==> src/sv/e2c_pkg.sv <==
`timescale 1ns / 1ps

package e2c_pkg;

   // Pipeline depth, input register to result register
   localparam int STAGES = 6;

   // Whole days: t / 86400 = (t >> 7) / 675, done as a reciprocal multiply
   localparam int              DAY_PRE_SHIFT = 7;
   localparam logic [25:0]     DAY_RECIP     = 26'd50903317;  // ceil(2^35 / 675)
   localparam int              DAY_SHIFT     = 35;
   localparam logic [16:0]     SECS_PER_DAY  = 17'd86400;

   // Day numbers are rebased to 1968-01-01 so that 4-year cycles line up
   localparam logic [15:0]     EPOCH_OFFSET  = 16'd731;
   // 2100 is not a leap year: from 2100-03-01 on, skip the missing Feb 29
   localparam logic [15:0]     SKIP_DAY      = 16'd47541;
   localparam logic [11:0]     YEAR_BASE     = 12'd1968;

   // 4-year cycle: d / 1461
   localparam logic [16:0]     CYCLE_RECIP   = 17'd91868;     // ceil(2^27 / 1461)
   localparam int              CYCLE_SHIFT   = 27;
   localparam logic [15:0]     CYCLE_DAYS    = 16'd1461;

   // Start of each year within a 4-year period; the leap year comes first
   localparam logic [10:0]     YEAR1_START   = 11'd366;
   localparam logic [10:0]     YEAR2_START   = 11'd731;
   localparam logic [10:0]     YEAR3_START   = 11'd1096;

   // Hour: s / 3600 = (s >> 4) / 225
   localparam int              HOUR_PRE_SHIFT = 4;
   localparam logic [13:0]     HOUR_RECIP    = 14'd9321;      // ceil(2^21 / 225)
   localparam int              HOUR_SHIFT    = 21;
   localparam logic [16:0]     SECS_PER_HOUR = 17'd3600;

   // Minute: s / 60 = (s >> 2) / 15
   localparam int              MIN_PRE_SHIFT = 2;
   localparam logic [10:0]     MIN_RECIP     = 11'd1093;      // ceil(2^14 / 15)
   localparam int              MIN_SHIFT     = 14;
   localparam logic [11:0]     SECS_PER_MIN  = 12'd60;

   // First day of each month, zero based, common year
   localparam logic [8:0] MONTH_START [12] = '{
      9'd0,   9'd31,  9'd59,  9'd90,  9'd120, 9'd151,
      9'd181, 9'd212, 9'd243, 9'd273, 9'd304, 9'd334
   };

   typedef struct packed {
      logic [11:0] year;
      logic [3:0]  month;
      logic [4:0]  day;
   } date_type;

   typedef struct packed {
      logic [4:0] hour;
      logic [5:0] minute;
      logic [5:0] second;
   } clock_type;

   // First day of month idx (0 = January), shifted by one after February in a leap year
   function automatic logic [8:0] month_start(input logic [3:0] idx, input logic leap);
      logic [8:0] base;
      base = MONTH_START[idx];
      if (leap && idx >= 4'd2) begin
         base = base + 9'd1;
      end
      return base;
   endfunction

endpackage

==> src/sv/e2c_split.sv <==
`timescale 1ns / 1ps

// Stages 0 and 1: whole days and seconds of the day
module e2c_split (
   input  logic        clock,
   input  logic [1:0]  en,
   input  logic [31:0] epoch_seconds,
   output logic [15:0] day_num,
   output logic [16:0] tod_secs
);

   localparam int PROD_W = 32 - e2c_pkg::DAY_PRE_SHIFT + 26;

   logic [PROD_W-1:0] day_prod;
   logic [31:0]       t_ff;
   logic [15:0]       days_ff, days_in;
   logic [31:0]       day_secs, rem_secs;
   logic [15:0]       skip;
   logic [15:0]       day_num_ff, day_num_in;
   logic [16:0]       tod_ff, tod_in;

   // Stage 0: days by reciprocal multiply
   assign day_prod = PROD_W'(epoch_seconds[31:e2c_pkg::DAY_PRE_SHIFT])
                   * PROD_W'(e2c_pkg::DAY_RECIP);
   assign days_in  = day_prod[e2c_pkg::DAY_SHIFT+15:e2c_pkg::DAY_SHIFT];

   always_ff @(posedge clock) begin
      if (en[0]) begin
         t_ff    <= epoch_seconds;
         days_ff <= days_in;
      end
   end

   // Stage 1: remainder seconds, rebase day count
   assign day_secs   = 32'(days_ff) * 32'(e2c_pkg::SECS_PER_DAY);
   assign rem_secs   = t_ff - day_secs;
   assign tod_in     = rem_secs[16:0];
   assign skip       = (days_ff >= e2c_pkg::SKIP_DAY) ? 16'd1 : 16'd0;
   assign day_num_in = days_ff + e2c_pkg::EPOCH_OFFSET + skip;

   always_ff @(posedge clock) begin
      if (en[1]) begin
         tod_ff     <= tod_in;
         day_num_ff <= day_num_in;
      end
   end

   assign day_num  = day_num_ff;
   assign tod_secs = tod_ff;

endmodule

==> src/sv/e2c_date.sv <==
`timescale 1ns / 1ps

// Stages 2..5: day number since 1968-01-01 to year, month, day
module e2c_date (
   input  logic              clock,
   input  logic [3:0]        en,
   input  logic [15:0]       day_num,
   output e2c_pkg::date_type date
);

   logic [32:0]       cyc_prod;
   logic [15:0]       dnum_ff;
   logic [5:0]        cycle_ff, cycle_in;

   logic [15:0]       cyc_days, cyc_diff;
   logic [5:0]        cycle2_ff;
   logic [10:0]       cday_ff, cday_in;

   logic [1:0]        yidx;
   logic [10:0]       ystart;
   logic [11:0]       year_ff, year_in;
   logic [8:0]        doy_ff, doy_in;
   logic              leap_ff, leap_in;

   logic [3:0]        mcount;
   logic [8:0]        mday;
   e2c_pkg::date_type date_ff, date_in;

   // Stage 2: 4-year cycle index
   assign cyc_prod = 33'(day_num) * 33'(e2c_pkg::CYCLE_RECIP);
   assign cycle_in = cyc_prod[e2c_pkg::CYCLE_SHIFT+5:e2c_pkg::CYCLE_SHIFT];

   always_ff @(posedge clock) begin
      if (en[0]) begin
         dnum_ff  <= day_num;
         cycle_ff <= cycle_in;
      end
   end

   // Stage 3: day within the cycle
   assign cyc_days = 16'(cycle_ff) * e2c_pkg::CYCLE_DAYS;
   assign cyc_diff = dnum_ff - cyc_days;
   assign cday_in  = cyc_diff[10:0];

   always_ff @(posedge clock) begin
      if (en[1]) begin
         cycle2_ff <= cycle_ff;
         cday_ff   <= cday_in;
      end
   end

   // Stage 4: year within the cycle and day of year
   always_comb begin
      if (cday_ff < e2c_pkg::YEAR1_START) begin
         yidx   = 2'd0;
         ystart = 11'd0;
      end else if (cday_ff < e2c_pkg::YEAR2_START) begin
         yidx   = 2'd1;
         ystart = e2c_pkg::YEAR1_START;
      end else if (cday_ff < e2c_pkg::YEAR3_START) begin
         yidx   = 2'd2;
         ystart = e2c_pkg::YEAR2_START;
      end else begin
         yidx   = 2'd3;
         ystart = e2c_pkg::YEAR3_START;
      end
   end

   assign year_in = e2c_pkg::YEAR_BASE + 12'({cycle2_ff, 2'b00}) + 12'(yidx);
   assign doy_in  = 9'(cday_ff - ystart);
   assign leap_in = (yidx == 2'd0);

   always_ff @(posedge clock) begin
      if (en[2]) begin
         year_ff <= year_in;
         doy_ff  <= doy_in;
         leap_ff <= leap_in;
      end
   end

   // Stage 5: month by parallel compares against month starts
   always_comb begin
      mcount = 4'd0;
      for (int m = 1; m < 12; m++) begin
         if (doy_ff >= e2c_pkg::month_start(4'(m), leap_ff)) begin
            mcount = mcount + 4'd1;
         end
      end
   end

   assign mday          = doy_ff - e2c_pkg::month_start(mcount, leap_ff) + 9'd1;
   assign date_in.year  = year_ff;
   assign date_in.month = mcount + 4'd1;
   assign date_in.day   = mday[4:0];

   always_ff @(posedge clock) begin
      if (en[3]) begin
         date_ff <= date_in;
      end
   end

   assign date = date_ff;

endmodule

==> src/sv/e2c_clock.sv <==
`timescale 1ns / 1ps

// Stages 2..5: seconds of the day to hour, minute, second
module e2c_clock (
   input  logic               clock,
   input  logic [3:0]         en,
   input  logic [16:0]        tod_secs,
   output e2c_pkg::clock_type hms
);

   localparam int HPROD_W = 17 - e2c_pkg::HOUR_PRE_SHIFT + 14;
   localparam int MPROD_W = 12 - e2c_pkg::MIN_PRE_SHIFT + 11;

   logic [HPROD_W-1:0] hour_prod;
   logic [16:0]        tod_ff;
   logic [4:0]         hour_ff, hour_in;

   logic [16:0]        hour_secs, hour_diff;
   logic [4:0]         hour2_ff;
   logic [11:0]        hrem_ff, hrem_in;

   logic [MPROD_W-1:0] min_prod;
   logic [4:0]         hour3_ff;
   logic [11:0]        hrem2_ff;
   logic [5:0]         minute_ff, minute_in;

   logic [11:0]        sec_diff;
   e2c_pkg::clock_type hms_ff, hms_in;

   // Stage 2: hour by reciprocal multiply
   assign hour_prod = HPROD_W'(tod_secs[16:e2c_pkg::HOUR_PRE_SHIFT])
                    * HPROD_W'(e2c_pkg::HOUR_RECIP);
   assign hour_in   = hour_prod[e2c_pkg::HOUR_SHIFT+4:e2c_pkg::HOUR_SHIFT];

   always_ff @(posedge clock) begin
      if (en[0]) begin
         tod_ff  <= tod_secs;
         hour_ff <= hour_in;
      end
   end

   // Stage 3: seconds within the hour
   assign hour_secs = 17'(hour_ff) * e2c_pkg::SECS_PER_HOUR;
   assign hour_diff = tod_ff - hour_secs;
   assign hrem_in   = hour_diff[11:0];

   always_ff @(posedge clock) begin
      if (en[1]) begin
         hour2_ff <= hour_ff;
         hrem_ff  <= hrem_in;
      end
   end

   // Stage 4: minute by reciprocal multiply
   assign min_prod  = MPROD_W'(hrem_ff[11:e2c_pkg::MIN_PRE_SHIFT])
                    * MPROD_W'(e2c_pkg::MIN_RECIP);
   assign minute_in = min_prod[e2c_pkg::MIN_SHIFT+5:e2c_pkg::MIN_SHIFT];

   always_ff @(posedge clock) begin
      if (en[2]) begin
         hour3_ff  <= hour2_ff;
         hrem2_ff  <= hrem_ff;
         minute_ff <= minute_in;
      end
   end

   // Stage 5: leftover seconds
   assign sec_diff      = hrem2_ff - 12'(minute_ff) * e2c_pkg::SECS_PER_MIN;
   assign hms_in.hour   = hour3_ff;
   assign hms_in.minute = minute_ff;
   assign hms_in.second = sec_diff[5:0];

   always_ff @(posedge clock) begin
      if (en[3]) begin
         hms_ff <= hms_in;
      end
   end

   assign hms = hms_ff;

endmodule

==> src/sv/epoch_seconds_to_calendar.sv <==
`timescale 1ns / 1ps

// Converts an unsigned 32-bit Unix time (seconds since 1970-01-01 00:00:00 UTC)
// into the UTC calendar date and time of day, Gregorian rules, for every input
// value (up to 2106-02-07 06:28:15). Fully pipelined: one transaction per cycle
// in, one per cycle out while the result side does not stall. Six register
// stages, the first loaded at the accepting edge, the result taken from the last.
// The depth is set by the chain of constant reciprocal multiplies (days, 4-year
// cycle, hour, minute), each followed by a register and a multiply-subtract. A
// stall on the result side backs up through the stage valid bits; empty stages
// still take new transactions. No state is kept between transactions.
module epoch_seconds_to_calendar (
   input  logic        clock,
   input  logic        reset,
   input  logic        req_valid,
   output logic        req_stall,
   input  logic [31:0] req_epoch_seconds,
   output logic        rsp_valid,
   input  logic        rsp_stall,
   output logic [11:0] rsp_year,
   output logic [3:0]  rsp_month,
   output logic [4:0]  rsp_day,
   output logic [4:0]  rsp_hour,
   output logic [5:0]  rsp_minute,
   output logic [5:0]  rsp_second
);

   localparam int N = e2c_pkg::STAGES;

   logic [N-1:0]       valid_ff, valid_in;
   logic [N-1:0]       adv;
   logic [15:0]        day_num;
   logic [16:0]        tod_secs;
   e2c_pkg::date_type  date;
   e2c_pkg::clock_type hms;

   // Stage advance: a stage loads when empty or when the next one moves
   always_comb begin
      adv[N-1] = !valid_ff[N-1] || !rsp_stall;
      for (int k = N - 2; k >= 0; k--) begin
         adv[k] = !valid_ff[k] || adv[k+1];
      end
   end

   // Valid bits travel with the data
   always_comb begin
      for (int k = 0; k < N; k++) begin
         if (adv[k]) begin
            valid_in[k] = (k == 0) ? req_valid : valid_ff[(k == 0) ? 0 : k - 1];
         end else begin
            valid_in[k] = valid_ff[k];
         end
      end
   end

   always_ff @(posedge clock) begin
      if (reset) begin
         valid_ff <= '0;
      end else begin
         valid_ff <= valid_in;
      end
   end

   assign req_stall = !adv[0];
   assign rsp_valid = valid_ff[N-1];

   e2c_split u_split (
      .clock         (clock),
      .en            (adv[1:0]),
      .epoch_seconds (req_epoch_seconds),
      .day_num       (day_num),
      .tod_secs      (tod_secs)
   );

   e2c_date u_date (
      .clock   (clock),
      .en      (adv[5:2]),
      .day_num (day_num),
      .date    (date)
   );

   e2c_clock u_clock (
      .clock    (clock),
      .en       (adv[5:2]),
      .tod_secs (tod_secs),
      .hms      (hms)
   );

   assign rsp_year   = date.year;
   assign rsp_month  = date.month;
   assign rsp_day    = date.day;
   assign rsp_hour   = hms.hour;
   assign rsp_minute = hms.minute;
   assign rsp_second = hms.second;

`ifndef SYNTH
   // Input side stalls only when every stage holds a transaction
   a_stall_full: assert property (@(posedge clock) disable iff (reset)
      req_stall |-> (&valid_ff))
      else $error("input stalled with an empty pipeline stage");

   // Date datapath stays in range
   a_date_range: assert property (@(posedge clock) disable iff (reset)
      rsp_valid |-> (rsp_year >= 12'd1970 && rsp_year <= 12'd2106 &&
                     rsp_month >= 4'd1 && rsp_month <= 4'd12 && rsp_day >= 5'd1))
      else $error("date field out of range");

   // Time-of-day datapath stays in range
   a_time_range: assert property (@(posedge clock) disable iff (reset)
      rsp_valid |-> (rsp_hour <= 5'd23 && rsp_minute <= 6'd59 && rsp_second <= 6'd59))
      else $error("time field out of range");

   // Reset empties the pipeline
   a_reset_empty: assert property (@(posedge clock)
      reset |=> !rsp_valid)
      else $error("result valid right after reset");
`endif

endmodule

==> config.mk <==
export PLATFORM = sky130hd
export DESIGN_NAME = epoch_seconds_to_calendar
export DESIGN_NICKNAME = d
export VERILOG_FILES = /design/src/sv/e2c_pkg.sv /design/src/sv/e2c_split.sv /design/src/sv/e2c_date.sv /design/src/sv/e2c_clock.sv /design/src/sv/epoch_seconds_to_calendar.sv
export SDC_FILE = /design/constraint.sdc
export NUM_CORES = 1
export LEC_CHECK = 0
export ABC_CLOCK_PERIOD_IN_PS = 15280
export BUFFER_PORTS_ARGS = -buffer_cell sky130_fd_sc_hd__clkbuf_2
export CORE_MARGIN = 2
export CORE_UTILIZATION = 30
export DETAILED_ROUTE_END_ITERATION = 16
export PLACE_DENSITY = 0.53
export SYNTH_ARGS = -nofsm -noshare
export SYNTH_HDL_FRONTEND = slang
export SYNTH_SLANG_ARGS = --single-unit
export TNS_END_PERCENT = 1
==> constraint.sdc <==
create_clock -name clock -period 15.28 [get_ports clock]
set_clock_uncertainty 0.15 [all_clocks]
set_input_delay 3.056 -clock clock [delete_from_list [all_inputs] [get_ports clock]]
set_output_delay 3.056 -clock clock [all_outputs]
set_load 0.03 [all_outputs]
==> impl_results.md, run 1 <==
- Die height: 312.0 um
- Top post-synthesis cells by area: ha_1 29%, fa_1 24%, edfxtp_1 22%
- RSZ-0062 raised after global routing: no
- H-tree depth: 1
- WHS: 0.2644 ns
- Setup bufs post-CTS: 0
- Cell Area, Synth: 28450 um^2
- Grt total ovfl: 0
- First-pass iteration count of the detailed router: 6
- Final Max Tran Viols: 0
- CTS max path bufs: 3
- Clk sinks: 215
- Status: completed
- Total track usage: 12.07%
- Top FF cell, synth: edfxtp_1
- Nets: 3654
- Most frequent cell after synthesis: ha_1
- EDFF count, synth: 209
- TritonCTS buffer count: 26
- Final Hold Fails: 0
- Crit path top cell by count: ha_1
- Slowest Stage Delay on Critical Path: 0.49 ns
- Max Cap Viol: 0
- First-pass GRT wire length: 94260 um
- Least-Margin Pin Slew: 0.8591 ns
- Initial Util: 30.39%
- Syn Inst Count: 2525
- Crit path DAT: 10.51 ns
- Num ports: 76
- Number of synthesized register bits: 215
- Fmax: 96.54 MHz
- Gpl congestion: 0.8407
- Rel. slew slack: 42.52%
- CP Launch Type: flip-flop
- Net Count, Synth: 3556
- Pin count of the biggest net entering global routing: 39
- Crit. End Element: flip-flop
- Clk slew on worst S/H paths: 0.06 ns
- Worst Path Max Fanout: 9
- Synth Warn #: 0
- Synth area leader: ha_1
- Die footprint: 97310 um^2
- Vias per Instance: 4.321
- Minimum clock period: 10.36 ns
- Placement row count: 112
- Top cells by count, synth: 652 x ha_1, 630 x inv_1, 343 x fa_1
- Number of global-route vias before repair: 17860
- CTS tree: done
- PostCTS Resize Cnt: 0
- Hold_buf cts: 0
- Drt wl/cell: 14.54 um
- Die span in x: 312.0 um
- Share of post-route cells with drive strength above 1: 5.978%
- Asr flop ratio synth: 0%
- Vias: 16840
- P&R area growth vs syn: 9.974%
- Residual DRC count: 0
- Syn_area_per_cell: 11.27 um^2
- DP Cell Count: 3849
- Clock insertion delay at the later pin of the skew report: 0.55 ns
- Final Non-Filler Cells: 3898
- Setup_tns: 0 ns
- Core region area: 93610 um^2
- Required @ worst endpoint: 15.43 ns
- Critical path class: flip-flop to flip-flop
- Distinct cells, synth: 83
- Iteration-0 DRC Markers: 572
- CP max-delay cell: edfxtp_1
- Antenna-violating nets left: 0
- Routed WL: 56660 um
- Setup-failing EPs final: 0
- Post-synthesis sequential area ratio: 22.48%
- Class of the worst hold path: flip-flop to flip-flop
- Yosys top cell area share: 28.67%
- Clk root buf: clkbuf_16
- Half-perimeter wire length after placement: 48660 um
- Port Buf Inserts: 75
- Tcrit/Tclk final: 67.79%
- Initial antenna violation count: 5
final timing paths:
path / start / endpoint / slack, ns / cells past startpoint
worst max-delay path: u_date.leap_ff / u_date.date[4] / 4.92 / 47
worst min-delay path: u_clock.hour2_ff[4] / u_clock.hour3_ff[4] / 0.26 / 0
worst max register to register: u_date.leap_ff / u_date.date[4] / 4.92 / 47
worst min register to register: u_clock.hour2_ff[4] / u_clock.hour3_ff[4] / 0.26 / 0
state kept, by name, indices dropped and copies added, names as in the netlist, 9 cells and up:
| name | count |
|---|---|
| u_date.year_ff | 11 |
| u_clock.hrem_ff | 12 |
| u_clock.hms | 17 |
| u_date.dnum_ff | 11 |
| u_date.cday_ff | 11 |
| u_date.date | 20 |
| u_split.t_ff | 17 |
| u_split.tod_secs | 17 |
| u_split.day_num | 16 |
| u_date.doy_ff | 9 |
| u_clock.tod_ff | 12 |
| u_split.days_ff | 16 |
kinds of logic (layout without fill, tap and decap cells):
kind of cell,count (synthesis),after routing,share of synthesized area (%)
simple gates,234,234,4.372
xor+xnor,147,147,4.811
mux,8,8,0.3122
buf+inv,641,759,8.550
fa+ha+maj,995,995,52.81
flops,215,215,22.48
other cells,0,1,0
compound gates,285,285,6.663
worst max-delay path, delay by kind of cell, from the launching register on:
| family | cells | cell delay, ns |
|---|---|---|
| compound gates | 12 | 2.30 |
| buf+inv | 3 | 0.43 |
| xor+xnor | 4 | 0.94 |
| simple gates | 15 | 2.06 |
| fa+ha+maj | 12 | 3.38 |
| flops | 1 | 0.49 |
| mux | 1 | 0.38 |
layer usage:
metal	GRT usage [%]	vias to the layer above	part of all wire (%)
met5	0	-	0.11
met4	2.087	10	1.8
met3	2.276	57	4.2
met2	20.42	177	47
met1	16.22	8069	47
li1	-	8529	-
per-stage QoR:
step	setup slack [ns]	utilization, %	area [um^2]
final	4.921	33.42	31290
after global routing	4.227	33.42	31290
after global placement	5.147	32.45	30380
after CTS	4.903	33.42	31290
after floorplan	5.840	-	28450
after detailed placement	4.936	32.45	30380
area by class of cell:
cell class	count	area (um^2)
Fill cell	9608	62320
Tap cell	1254	1569
Clock buffer	31	699.4
Sequential cell	215	6396
Inverter	631	2369
Antenna cell	1	2.502
Timing Repair Buffer	80	412.9
Multi-Input combinational cell	1669	19630
Clock inverter	17	210.2
cells in the final DEF (no fill, tap or decap), drive strengths merged, types with 6 or more instances in the layout:
master	n
a211o	7
a211oi	10
a21boi	6
a21o	40
a21oi	91
a31oi	11
and2	11
and3	18
clkbuf	106
clkinv	7
dfxtp	6
edfxtp	209
fa	343
ha	652
inv	634
nand2	55
nand2b	17
nand3	24
nand4	12
nor2	44
nor2b	18
nor3	10
o211ai	9
o21a	14
o21ai	40
o21bai	20
xnor2	95
xor2	47
Power of run 1 is not shown: default switching activity piles up to over one toggle a cycle in this logic, so the estimate is an artifact.
==> run 2, diff against run 1 <==
- ABC_CLOCK_PERIOD_IN_PS: 15280 -> 10200
- clock period: 15.28 -> 10.2 ns (I/O delays scaled with it)
==> run 2 against run 1 <==
Against the previous run:
- hold slack lost 0.00065 ns
- utilization grew 0.23 points
- global-route usage is essentially flat
- design area grew 0.68%
- critical path depth is the same
- setup slack lost 4.4 ns
- flip-flop and latch count is the same
- first-iteration DRC count grew 0.70%
- die area is the same
- sequential share of layout area shrank 0.14 points
==> impl_results.md, run 2 (synthesized netlist as in run 1, its figures left out) <==
- Worst Path Buf+Inv: 3
- Tcrit/Tclk final: 95.09%
- Class of the worst hold path: flip-flop to flip-flop
- Gpl congestion: 0.8314
- Reg2Reg Depth: 47
- Status: completed
- Setup-failing EPs final: 0
- Clock insertion delay at the later pin of the skew report: 0.55 ns
- Top delay family on crit path: adder cells
- Critical path class: flip-flop to flip-flop
- Core region area: 93610 um^2
- First-pass GRT wire length: 95080 um
- Reg2Reg Launch Point: u_date.leap_ff
- Crit path DAT: 9.84 ns
- Worst hold start: u_clock.tod_ff[0]
- RSZ-0062 raised after global routing: no
- Antenna-violating nets left: 0
- Worst Path Max Fanout: 9
- Hold EP: u_clock.hrem_ff[0]
- Largest register FFs: 20
- Half-perimeter wire length after placement: 48460 um
- Commonest non-fill, non-tap cell in the layout: ha_1
- Residual DRC count: 0
- Clk sinks: 215
- CTS tree: done
- Crit path top cell by count: ha_1
- Slowest Stage Delay on Critical Path: 0.42 ns
- Required @ worst endpoint: 10.34 ns
- Die span in x: 312.0 um
- Final worst setup slack: 0.5010 ns
- Minimum clock period: 9.699 ns
- Least-Margin Pin Slew: 0.8305 ns
- Number of global-route vias before repair: 18240
- Final Hold Fails: 0
- Hold path cells: 0
- Pin count of the biggest net entering global routing: 39
- Rel. slew slack: 44.44%
- Crit. End Element: flip-flop
- Initial antenna violation count: 3
- Total track usage: 12.06%
- Iteration-0 DRC Markers: 576
- Vias: 16990
- Grt total ovfl: 0
- CTS max path bufs: 3
- Drt wl/cell: 14.45 um
- Placement Setup Slack: 0.1406 ns
- CP max-delay cell: edfxtp_1
- Die height: 312.0 um
- P&R area growth vs syn: 10.73%
- Setup_tns: 0 ns
- Share of post-route cells with drive strength above 1: 7.135%
- Routed WL: 56590 um
- Final Max Tran Viols: 0
- Max Cap Viol: 0
- Commonest non-fill, non-tap cells in the layout: 644 x ha_1, 629 x inv_1, 343 x fa_1, 209 x edfxtp_1, 93 x xnor2_1
- Die footprint: 97310 um^2
- Initial Util: 30.39%
- H-tree depth: 1
- Worst R2R Setup Slack: 0.50 ns
- Clk root buf: clkbuf_16
- Vias per Instance: 4.338
- FF-to-FF End: u_date.date[4]
- Nets: 3675
- Placement row count: 112
- TritonCTS buffer count: 25
- Clk slew on worst S/H paths: 0.06 ns
- # diodes: 0
- Fmax: 103.1 MHz
- Port Buf Inserts: 75
- CP Launch Type: flip-flop
- Hold_buf cts: 0
- First-pass iteration count of the detailed router: 5
- Num ports: 76
-- run 2: cell count changes in the layout (fill, tap and decap cells not counted), sizes merged --
| cell | before | now |
|---|---|---|
| inv | 634 | 632 |
| clkinvlp | 4 | 3 |
| clkbuf | 106 | 110 |
| clkinv | 7 | 4 |
| buf | 5 | 27 |
| diode | 1 | 0 |
-- run 2: per-layer routing --
layer / up-vias / global-route usage (%) / share of wire [%]
li1: 8575 / - / -
met1: 8154 / 16.55 / 48
met2: 200 / 20.40 / 47
met3: 56 / 1.898 / 3.7
met4: 6 / 1.825 / 1.5
met5: - / 0 / 0.065
-- run 2: worst max-delay path by stage --
stage	from	to	cells after the start
2_1_floorplan	u_date.leap_ff	u_date.date[4]	47
3_3_place_gp	u_date.leap_ff	u_date.date[4]	50
3_5_place_dp	u_date.leap_ff	u_date.date[4]	50
4_1_cts	u_date.leap_ff	u_date.date[4]	50
5_1_grt	u_date.leap_ff	u_date.date[4]	49
6_report	u_date.leap_ff	u_date.date[4]	47
-- run 2: layout make-up --
type                       instances  area (um^2)
timing repair buffer             102        578.1
clock buffer                      35        683.2
tap                             1254         1569
sequential                       215         6396
fill                            9586        62110
multi-input combinational       1669        19750
clock inverter                    11        155.1
inverter                         631         2371
-- run 2: per-stage QoR --
| stage | hold WS (ns) | area (um^2) | cells | utilization (%) |
|---|---|---|---|---|
| finish | 0.2637 | 31500 | 3917 | 33.65 |
| global placement | 0.2515 | 30480 | 3863 | 32.56 |
| global route | 0.2710 | 31500 | 3917 | 33.65 |
| CTS | 0.2682 | 31320 | 3909 | 33.46 |
| detailed placement | 0.2545 | 30480 | 3863 | 32.56 |
| floorplan | 0.2503 | 28450 | 2525 | - |
-- run 2: timing repair --
item,in CTS,in global routing
setup buffers,0,8
gates resized for setup,0,24
setup endpoints to repair,0,1
Power of run 2 is left out for the same reason.
==> run 3, diff against run 2 <==
- CORE_MARGIN: 2 -> 4
==> run 3 against run 2 <==
Against the previous run:
- flip-flop and latch count did not move
- sequential share of layout area shrank 0.085 points
- hold slack hardly changed
- fmax fell by 0.47%
- via count is 0.19% higher
- design area rose by 0.42%
- first-iteration DRC count is 14% higher
- highest routed layer unchanged
==> impl_results.md, run 3 (synthesized netlist as in run 1, its figures left out) <==
- Clk root buf: clkbuf_16
- Critical path class: flip-flop to flip-flop
- Clock insertion delay at the later pin of the skew report: 0.56 ns
- Initial Util: 30.35%
- Placement row count: 112
- Fmax: 102.6 MHz
- # diodes: 0
- Required @ worst endpoint: 10.34 ns
- Die height: 316.0 um
- Setup_tns: 0 ns
- Slowest Stage Delay on Critical Path: 0.42 ns
- Clk slew on worst S/H paths: 0.06 ns
- Clk sinks: 215
- Final Hold Fails: 0
- CP max-delay cell: edfxtp_1
- Rel. slew slack: 41.01%
- Pin count of the biggest net entering global routing: 38
- Grt total ovfl: 0
- Iteration-0 DRC Markers: 657
- Tcrit/Tclk final: 95.54%
- Die footprint: 99820 um^2
- Worst Path Buf+Inv: 3
- Worst Path Max Fanout: 9
- Core region area: 93750 um^2
- Commonest non-fill, non-tap cells in the layout: 644 x ha_1, 628 x inv_1, 343 x fa_1, 209 x edfxtp_1, 93 x xnor2_1
- CTS max path bufs: 3
- Largest register FFs: 20
- H-tree depth: 1
- Routed WL: 56400 um
- Half-perimeter wire length after placement: 48230 um
- CP Launch Type: flip-flop
- Max Cap Viol: 0
- Commonest non-fill, non-tap cell in the layout: ha_1
- Num ports: 76
- Design area: 31630 um^2
- Gpl congestion: 0.8196
- Nets: 3675
- Share of post-route cells with drive strength above 1: 7.323%
- Hold_buf cts: 0
- Top delay family on crit path: adder cells
- Crit path DAT: 9.88 ns
- First-pass iteration count of the detailed router: 5
- TritonCTS buffer count: 27
- CTS tree: done
- First-pass GRT wire length: 94010 um
- Filler cells: 9430
- Crit path top cell by count: ha_1
- Final Max Tran Viols: 0
- Die span in x: 316.0 um
- Port Buf Inserts: 75
- Initial antenna violation count: 4
- Vias per Instance: 4.346
- Final Core Density: 33.74%
- Total track usage: 11.69%
- Vias: 17020
- Placed inst area: 30440 um^2
- P&R area growth vs syn: 11.19%
- Residual DRC count: 0
- Number of global-route vias before repair: 18120
- Drt wl/cell: 14.40 um
- WHS: 0.2639 ns
- Class of the worst hold path: flip-flop to flip-flop
- Antenna-violating nets left: 0
- Status: completed
- Minimum clock period: 9.745 ns
- Crit. End Element: flip-flop
- Least-Margin Pin Slew: 0.8818 ns
- Setup-failing EPs final: 0
## run 3: layout make-up
class / count / area, um^2 / share of cell area, %
Inverter: 631 / 2371 / 7.495
Tap cell: 1254 / 1569 / 4.960
Sequential cell: 215 / 6396 / 20.22
Clock buffer: 30 / 716.9 / 2.266
Timing Repair Buffer: 100 / 563.0 / 1.780
Clock inverter: 18 / 254.0 / 0.8029
Multi-Input combinational cell: 1669 / 19760 / 62.48
## run 3: through the flow
stage               std cells  worst slack [ns]
floorplan                2525            0.7595
global placement         3858            0.2048
detailed placement       3858            0.1235
CTS                      3906           0.09554
global route             3917          -0.06440
finish                   3917            0.4551
## run 3: worst paths after layout
check | startpoint | endpoint | slack (ns) | cells past startpoint
hold / removal | u_split.t_ff[6] | u_split.tod_secs[6] | 0.26 | 0
hold reg to reg | u_split.t_ff[6] | u_split.tod_secs[6] | 0.26 | 0
setup / recovery | u_date.leap_ff | u_date.date[4] | 0.46 | 47
setup reg to reg | u_date.leap_ff | u_date.date[4] | 0.46 | 47
## run 3: metal layers
layer | track usage, % | vias to the layer above | wire length, um
met3 | 1.658 | 48 | 1816
met5 | 0 | - | 36
met4 | 1.637 | 6 | 748
met1 | 16.29 | 8229 | 27340
li1 | - | 8566 | -
met2 | 19.79 | 174 | 26450
## run 3: what timing repair did
item / in CTS / in global routing
resized for setup: 0 / 27
endpoints found under the setup margin: 0 / 1
endpoints found under the hold margin: 0 / 0
setup buffers: 0 / 11
Power of run 3 is left out for the same reason.
